File: config.mk
export PLATFORM = sky130hd
export DESIGN_NAME = sorted_timeout_queue_unit
export DESIGN_NICKNAME = d
export VERILOG_FILES = /design/src/design/stq_pkg.sv /design/src/design/sorted_timeout_queue_unit.sv /design/src/design/stq_mul_add.sv
export SDC_FILE = /design/constraint.sdc
export NUM_CORES = 2
export LEC_CHECK = 0
export ABC_CLOCK_PERIOD_IN_PS = 8000
export BUFFER_PORTS_ARGS = -buffer_cell sky130_fd_sc_hd__buf_2
export CAP_MARGIN = 20
export CELL_PAD_IN_SITES_DETAIL_PLACEMENT = 1
export CELL_PAD_IN_SITES_GLOBAL_PLACEMENT = 1
export CORE_MARGIN = 4
export CORE_UTILIZATION = 34
export CTS_BUF_LIST = sky130_fd_sc_hd__clkbuf_8
export CTS_CLUSTER_DIAMETER = 50
export DETAILED_ROUTE_END_ITERATION = 10
export PLACE_DENSITY_LB_ADDON = 0.12
export REMOVE_ABC_BUFFERS = 1
export SYNTH_ARGS = -nofsm -noshare
export SYNTH_HDL_FRONTEND = slang
export SYNTH_SLANG_ARGS = --single-unit
export TNS_END_PERCENT = 10
File: constraint.sdc
create_clock -name clk -period 8 [get_ports clk]
set_input_delay 1.2 -clock clk [delete_from_list [all_inputs] [get_ports clk]]
set_output_delay 1.2 -clock clk [all_outputs]
set_load 0.01 [all_outputs]
File: src/design/stq_pkg.sv
package stq_pkg;

    // Queue geometry.
    localparam int QUEUE_DEPTH = 16;
    localparam int IDX_W       = $clog2(QUEUE_DEPTH);
    localparam int COUNT_W     = $clog2(QUEUE_DEPTH + 1);

    // Command codes of the request.
    localparam logic CMD_ADD  = 1'b0;
    localparam logic CMD_TICK = 1'b1;

    // Result status codes.
    typedef enum logic [1:0] {
        STATUS_ADDED = 2'd0,
        STATUS_FULL  = 2'd1,
        STATUS_IDLE  = 2'd2,
        STATUS_FIRED = 2'd3
    } status_t;

    // One queue entry as it is stored in memory.
    typedef struct packed {
        logic [63:0] expiry;
        logic [7:0]  tag;
    } entry_t;

    // Operands handed to the multiply-add unit.
    typedef struct packed {
        logic        start;
        logic [31:0] mul_a;
        logic [31:0] mul_b;
        logic [63:0] addend;
    } mul_req_t;

    // Result of the multiply-add unit.
    typedef struct packed {
        logic        done;
        logic [63:0] sum;
    } mul_rsp_t;

endpackage

File: src/design/sorted_timeout_queue_unit.sv
// Sorted timeout queue. Each request either adds a timeout (expiry = now + delay_seconds *
// counter_frequency, placed after all entries with an equal or earlier expiry) or is a
// periodic tick (next_compare = now + period_seconds * counter_frequency, and the head is
// popped and reported when its expiry is not later than now). Every request returns exactly
// one result. Requests are handled one at a time, each through the two-stage multiply-add;
// an add to a queue that is neither empty nor full then walks back from the tail, moving
// each entry with a later expiry up one slot, one entry per cycle, through the entry memory
// with its one read and one write port. A stalled result holds off the next request. The
// queue is a ring in that memory, so a pop only moves the head pointer. Registers are
// written through the APB port: counter_frequency at address 0, period_seconds at 4.
module sorted_timeout_queue_unit (
    input  logic                         clk,
    input  logic                         rst_n,
    // Request channel.
    input  logic                         in_valid,
    output logic                         in_stall,
    input  logic                         cmd,
    input  logic [63:0]                  now,
    input  logic [31:0]                  delay_seconds,
    input  logic [7:0]                   tag,
    // Result channel.
    output logic                         out_valid,
    input  logic                         out_stall,
    output logic [1:0]                   status,
    output logic [7:0]                   fired_tag,
    output logic [63:0]                  next_compare,
    output logic [4:0]                   queue_count,
    // Configuration port.
    input  logic                         psel,
    input  logic                         penable,
    input  logic                         pwrite,
    input  logic [2:0]                   paddr,
    input  logic [31:0]                  pwdata,
    output logic [31:0]                  prdata,
    output logic                         pready
);
    import stq_pkg::*;

    typedef enum logic [4:0] {
        ST_IDLE  = 5'b00001,
        ST_CALC  = 5'b00010,
        ST_SHIFT = 5'b00100,
        ST_PLACE = 5'b01000,
        ST_RESP  = 5'b10000
    } state_t;

    state_t               state_reg, state_next;
    logic [31:0]          freq_reg;
    logic [15:0]          period_reg;
    logic                 cmd_reg;
    logic [63:0]          now_reg;
    logic [7:0]           tag_reg;
    logic [IDX_W-1:0]     head_reg, head_next;
    logic [COUNT_W-1:0]   count_reg, count_next;
    logic [IDX_W-1:0]     idx_reg, idx_next;
    status_t              res_status_reg, res_status_next;
    logic [7:0]           res_tag_reg, res_tag_next;
    logic [63:0]          res_cmp_reg, res_cmp_next;
    logic                 out_valid_reg;
    status_t              out_status_reg;
    logic [7:0]           out_tag_reg;
    logic [63:0]          out_cmp_reg;
    logic [4:0]           out_count_reg;

    entry_t               mem [QUEUE_DEPTH];
    entry_t               rd_data_reg;
    logic                 rd_en, wr_en;
    logic [IDX_W-1:0]     rd_addr, wr_addr;
    entry_t               wr_data;

    mul_req_t             mul_req;
    mul_rsp_t             mul_rsp;

    logic                 in_fire;
    logic                 out_load;
    logic                 cfg_write;
    logic [COUNT_W-1:0]   count_m1;
    logic [COUNT_W+4:0]   count_ext;

    // Physical slot of a logical queue position.
    function automatic logic [IDX_W-1:0] slot(input logic [IDX_W-1:0] base,
                                              input logic [IDX_W:0]   off);
        logic [IDX_W:0] s;
        s = {1'b0, base} + off;
        if (s >= (IDX_W + 1)'(QUEUE_DEPTH))
        begin
            s = s - (IDX_W + 1)'(QUEUE_DEPTH);
        end
        return s[IDX_W-1:0];
    endfunction

    assign in_stall = (state_reg != ST_IDLE);
    assign in_fire  = in_valid && !in_stall;
    assign count_m1 = count_reg - COUNT_W'(1);

    // Configuration registers, decoded by word address.
    assign pready    = 1'b1;
    assign cfg_write = psel && penable && pwrite;
    assign prdata    = paddr[2] ? {16'b0, period_reg} : freq_reg;

    always_ff @(posedge clk or negedge rst_n)
    begin
        if (!rst_n)
        begin
            freq_reg   <= 32'd62500000;
            period_reg <= 16'd1;
        end
        else if (cfg_write)
        begin
            if (paddr[2])
            begin
                period_reg <= pwdata[15:0];
            end
            else
            begin
                freq_reg <= pwdata;
            end
        end
    end

    // Both products share one multiply-add unit.
    always_comb
    begin
        mul_req.start  = in_fire;
        mul_req.mul_a  = (cmd == CMD_ADD) ? delay_seconds : {16'b0, period_reg};
        mul_req.mul_b  = freq_reg;
        mul_req.addend = now;
    end

    stq_mul_add u_mul_add (
        .clk   (clk),
        .rst_n (rst_n),
        .req   (mul_req),
        .rsp   (mul_rsp)
    );

    // Entry memory with a registered read port.
    always_ff @(posedge clk)
    begin
        if (wr_en)
        begin
            mem[wr_addr] <= wr_data;
        end
        if (rd_en)
        begin
            rd_data_reg <= mem[rd_addr];
        end
    end

    // Sequencer: compute, then walk back from the tail shifting later entries up one slot.
    always_comb
    begin
        state_next      = state_reg;
        head_next       = head_reg;
        count_next      = count_reg;
        idx_next        = idx_reg;
        res_status_next = res_status_reg;
        res_tag_next    = res_tag_reg;
        res_cmp_next    = res_cmp_reg;
        rd_en           = 1'b0;
        rd_addr         = head_reg;
        wr_en           = 1'b0;
        wr_addr         = head_reg;
        wr_data         = '{expiry: mul_rsp.sum, tag: tag_reg};
        out_load        = 1'b0;
        unique case (state_reg)
            ST_IDLE:
            begin
                if (in_fire)
                begin
                    rd_en      = 1'b1;
                    state_next = ST_CALC;
                end
            end
            ST_CALC:
            begin
                if (mul_rsp.done)
                begin
                    if (cmd_reg == CMD_TICK)
                    begin
                        res_cmp_next = mul_rsp.sum;
                        state_next   = ST_RESP;
                        if ((count_reg != '0) && (rd_data_reg.expiry <= now_reg))
                        begin
                            res_status_next = STATUS_FIRED;
                            res_tag_next    = rd_data_reg.tag;
                            head_next       = slot(head_reg, (IDX_W + 1)'(1));
                            count_next      = count_m1;
                        end
                        else
                        begin
                            res_status_next = STATUS_IDLE;
                            res_tag_next    = 8'd0;
                        end
                    end
                    else
                    begin
                        res_cmp_next = 64'd0;
                        res_tag_next = 8'd0;
                        if (count_reg == COUNT_W'(QUEUE_DEPTH))
                        begin
                            res_status_next = STATUS_FULL;
                            state_next      = ST_RESP;
                        end
                        else if (count_reg == '0)
                        begin
                            wr_en           = 1'b1;
                            count_next      = count_reg + COUNT_W'(1);
                            res_status_next = STATUS_ADDED;
                            state_next      = ST_RESP;
                        end
                        else
                        begin
                            rd_en      = 1'b1;
                            rd_addr    = slot(head_reg, {1'b0, count_m1[IDX_W-1:0]});
                            idx_next   = count_m1[IDX_W-1:0];
                            state_next = ST_SHIFT;
                        end
                    end
                end
            end
            ST_SHIFT:
            begin
                wr_en   = 1'b1;
                wr_addr = slot(head_reg, {1'b0, idx_reg} + (IDX_W + 1)'(1));
                if (rd_data_reg.expiry > mul_rsp.sum)
                begin
                    // Later entry moves up; keep walking toward the head.
                    wr_data = rd_data_reg;
                    if (idx_reg == '0)
                    begin
                        state_next = ST_PLACE;
                    end
                    else
                    begin
                        rd_en    = 1'b1;
                        rd_addr  = slot(head_reg, {1'b0, idx_reg - IDX_W'(1)});
                        idx_next = idx_reg - IDX_W'(1);
                    end
                end
                else
                begin
                    count_next      = count_reg + COUNT_W'(1);
                    res_status_next = STATUS_ADDED;
                    state_next      = ST_RESP;
                end
            end
            ST_PLACE:
            begin
                // New entry becomes the head.
                wr_en           = 1'b1;
                count_next      = count_reg + COUNT_W'(1);
                res_status_next = STATUS_ADDED;
                state_next      = ST_RESP;
            end
            ST_RESP:
            begin
                if (!out_valid_reg || !out_stall)
                begin
                    out_load   = 1'b1;
                    state_next = ST_IDLE;
                end
            end
            default:
            begin
                state_next = ST_IDLE;
            end
        endcase
    end

    // Control state.
    always_ff @(posedge clk or negedge rst_n)
    begin
        if (!rst_n)
        begin
            state_reg     <= ST_IDLE;
            head_reg      <= '0;
            count_reg     <= '0;
            out_valid_reg <= 1'b0;
        end
        else
        begin
            state_reg <= state_next;
            head_reg  <= head_next;
            count_reg <= count_next;
            if (out_load)
            begin
                out_valid_reg <= 1'b1;
            end
            else if (!out_stall)
            begin
                out_valid_reg <= 1'b0;
            end
        end
    end

    assign count_ext = {5'b0, count_reg};

    // Request capture, walk index and result payload.
    always_ff @(posedge clk)
    begin
        if (in_fire)
        begin
            cmd_reg <= cmd;
            now_reg <= now;
            tag_reg <= tag;
        end
        idx_reg        <= idx_next;
        res_status_reg <= res_status_next;
        res_tag_reg    <= res_tag_next;
        res_cmp_reg    <= res_cmp_next;
        if (out_load)
        begin
            out_status_reg <= res_status_reg;
            out_tag_reg    <= res_tag_reg;
            out_cmp_reg    <= res_cmp_reg;
            out_count_reg  <= count_ext[4:0];
        end
    end

    assign out_valid    = out_valid_reg;
    assign status       = out_status_reg;
    assign fired_tag    = out_tag_reg;
    assign next_compare = out_cmp_reg;
    assign queue_count  = out_count_reg;

endmodule

File: src/design/stq_mul_add.sv
module stq_mul_add (
    input  logic              clk,
    input  logic              rst_n,
    input  stq_pkg::mul_req_t req,
    output stq_pkg::mul_rsp_t rsp
);
    import stq_pkg::*;

    logic        stage1_reg;
    logic        stage2_reg;
    logic [63:0] prod_reg;
    logic [63:0] addend_reg;
    logic [63:0] sum_reg;

    // Valid bits of the two stages.
    always_ff @(posedge clk or negedge rst_n)
    begin
        if (!rst_n)
        begin
            stage1_reg <= 1'b0;
            stage2_reg <= 1'b0;
        end
        else
        begin
            stage1_reg <= req.start;
            stage2_reg <= stage1_reg;
        end
    end

    // First stage multiplies, second stage adds; the sum holds until the next request.
    always_ff @(posedge clk)
    begin
        if (req.start)
        begin
            prod_reg   <= {32'b0, req.mul_a} * {32'b0, req.mul_b};
            addend_reg <= req.addend;
        end
        if (stage1_reg)
        begin
            sum_reg <= prod_reg + addend_reg;
        end
    end

    assign rsp.done = stage2_reg;
    assign rsp.sum  = sum_reg;

endmodule

==> impl_metrics.tcl <==
set metrics [dict create \
    outcome "finished, violations left" \
    violations "setup timing" \
    synth_edf_count 1582 \
    async_reset_ff_share_pct 3.95 \
    slew_headroom_pct 25.8 \
    gp_congestion 0.866 \
    ant_nets 0 \
    drc 0 \
    ios 261 \
    grt_pass1_wl_microns 495000 \
    synth_top_area_share_pct 45.8 \
    insertion_delay_ns 1.03 \
    port_buffers 257 \
    gr-total-overflow 0 \
    grt_pass1_vias 72900 \
    start_util_pct 34.2 \
    max_slew.worst_pin.slew_ns 1.11 \
    slew_viol_final 0 \
    grt_antenna_before_repair 20 \
    timing.rr.start "period_reg[15]" \
    coreArea_sq_um 303000 \
    fmax_mhz 123 \
    cp_max_fo 7 \
    crit_top_cell "fa_1" \
    dpl_cell_area_sq_um 114000 \
    setup_viol 14 \
    crit_path_end_kind "register" \
    htree_num_levels 5 \
    grt_use_total_pct 21.1 \
    yosysSeqAreaShare_pct 47.4 \
    cts.path.max_buffers 4 \
    critPathMaxStageDelay_ns 0.56 \
    cts_root_buf "clkbuf_8" \
    drive_gt1_share_pct 17.5 \
    final_net_count 10400 \
    layout.cells.non_filler 13100 \
    worstPathArrival_ns 8.85 \
    reg2reg_to "u_mul_add.prod_reg[56]" \
    fin_util_pct 39.7 \
    place_inst 12500 \
    dieWidth_microns 560 \
    max-cap-violations 0 \
    final_area_sq_um 120000 \
    synthTopCellsByArea "edfxtp_1 (46%), fa_1 (17%), mux2i_1 (6.3%)" \
    synth-seq-cells 1647 \
    cts_tree "built" \
    cp-endpoint "u_mul_add.prod_reg[56]" \
    area_delta_synth_final_pct 16.1 \
    first_pass_iters 5 \
    fillers 31900 \
    ys_types 81 \
    cp_slowest_cell "fa_1" \
    synthFlopType "edfxtp_1" \
    synth_top_area_cell "edfxtp_1" \
    fin_crit_sh_pct 102 \
    rsz0062_at_grt "yes" \
    post-place-ws_ns -1.59 \
    dp.final_hpwl_microns 235000 \
    syn_inst 8140 \
    hold_viol 0 \
    skew_ns 0.108 \
    fin_crit_ns 8.15 \
    cp.required_ns 8.70 \
    die_area_sq_um 314000 \
    row_count 202 \
    largest_reg_flops 1152 \
    first_iter_violations 3711 \
    critPathLaunch "cmd" \
    wirelength_microns 334000 \
    routedWlPerCell_microns 25.5 \
    vias 65500 \
    syn_area_sq_um 104000 \
    yosysWarnings 0 \
    reg2regPathDepth 30 \
    numCtsBuffers 305 \
    vias_per_cell 5.00 \
    die_h_microns 560 \
    worstSetupPathType "primary input to register" \
    grt_max_degree 128 \
    hold_class "primary input to register" \
    critPathLaunchType "primary input" \
    avgSynthCellArea_sq_um 12.7 \
    path_clk_slew_ns 0.06 \
    fin_ws_ns -0.153 \
    rrSetupSlack_ns -0.05 \
    clock-sinks 1647 \
]
[metal layers]
metal	GRT usage (%)	wire, microns
met5	0	67
met4	4.94	8090
met3	2.47	12000
met2	35.8	161000
met1	28.9	153000
[critical path: cells and delay by family]
| kind | cells | cell delay [ns] |
|---|---|---|
| adders and majority gates | 9 | 4.20 |
| AOI/OAI and AO/OA | 7 | 1.29 |
| and+or+nand+nor | 4 | 0.60 |
| buffers and inverters | 12 | 1.11 |
| muxes | 1 | 0.35 |
| xor gates and xnor gates | 1 | 0.07 |
[placed cells by master (no fill, tap or decap), types with 111 or more instances in the layout]
master,n
a21o_1,111
a21oi_1,167
and2_1,536
buf_2,256
buf_4,514
clkbuf_8,315
edfxtp_1,1582
fa_1,886
ha_1,454
inv_1,1119
mux2_2,154
mux2i_1,650
nand2_1,761
nor2_1,170
o21ai_0,133
[cell type report]
| cell class | count | area (sq um) | share of cell area, % |
|---|---|---|---|
| clock buffers | 315 | 4340 | 3.60 |
| multi-input cells | 5023 | 49400 | 41.0 |
| inverters | 1041 | 3920 | 3.26 |
| clock inverters | 218 | 1400 | 1.16 |
| diodes | 5 | 12.5 | 0.0104 |
| repair buffers | 877 | 7110 | 5.92 |
| well taps | 3978 | 4980 | 4.14 |
| flip-flops and latches | 1647 | 49200 | 40.9 |
[how the worst min path moves through the flow]
stage | from | endpoint | cells after the start
2_1_floorplan | res_tag_reg[0] | fired_tag[0] | 0
3_3_place_gp | res_tag_reg[3] | fired_tag[3] | 0
3_5_place_dp | res_cmp_reg[5] | next_compare[5] | 0
4_1_cts | tag[5] | tag_reg[5] | 1
5_1_grt | tag[5] | tag_reg[5] | 1
6_report | now[37] | u_mul_add.addend_reg[37] | 1
[cell usage after synthesis (18+ instances only)]
master     number
a211o_1        76
a21oi_1       179
o2111ai_1      75
mux2i_1       650
edfxtp_1     1582
mux2_2        163
fa_1          900
and2_1        543
buf_2          46
nand2_1       764
xor2_1         49
xnor2_1        90
o21ai_0       142
nand3_1        42
a211oi_1       91
ha_1          467
o21a_1         22
nand4_1        54
nor2b_1       118
and3_1         21
nor3_1         27
a31oi_1        19
nor2_1        189
dfrtp_1        50
o211ai_1       86
buf_6          40
clkbuf_1      319
o21bai_1       18
a21o_1        111
inv_1        1041
[logic make-up after synthesis]
group,after synthesis,synth area share [%]
other,1,0.00362
AOI/OAI and AO/OA,889,5.94
buffers and inverters,1471,5.72
muxes,814,8.06
xor gates and xnor gates,139,1.17
and+or+nand+nor,1812,8.63
adders and majority gates,1367,23.0
DFF,1647,47.4
[what timing repair did]
item | in CTS | in global routing
gates resized for setup | 116 | 50
pin swaps | 66 | 38
hold buffers | 1 | 0
endpoints found under the hold margin | 12 | 0
setup buffers | 13 | 4
cloned | 2 | 0
setup endpoints to repair | 26 | 26
[through the flow]
step,TNS [ns],hold slack (ns)
detailed placement,-47.24,0.406
global placement,-44.37,0.402
finish,-1.05,0.360
global route,-4.94,0.262
CTS,-1.27,0.203
floorplan,-765.91,0.400
Power is left out: the tool's default activity adds up to more than one toggle a clock period on the data nets, which glitch-free logic cannot reach.
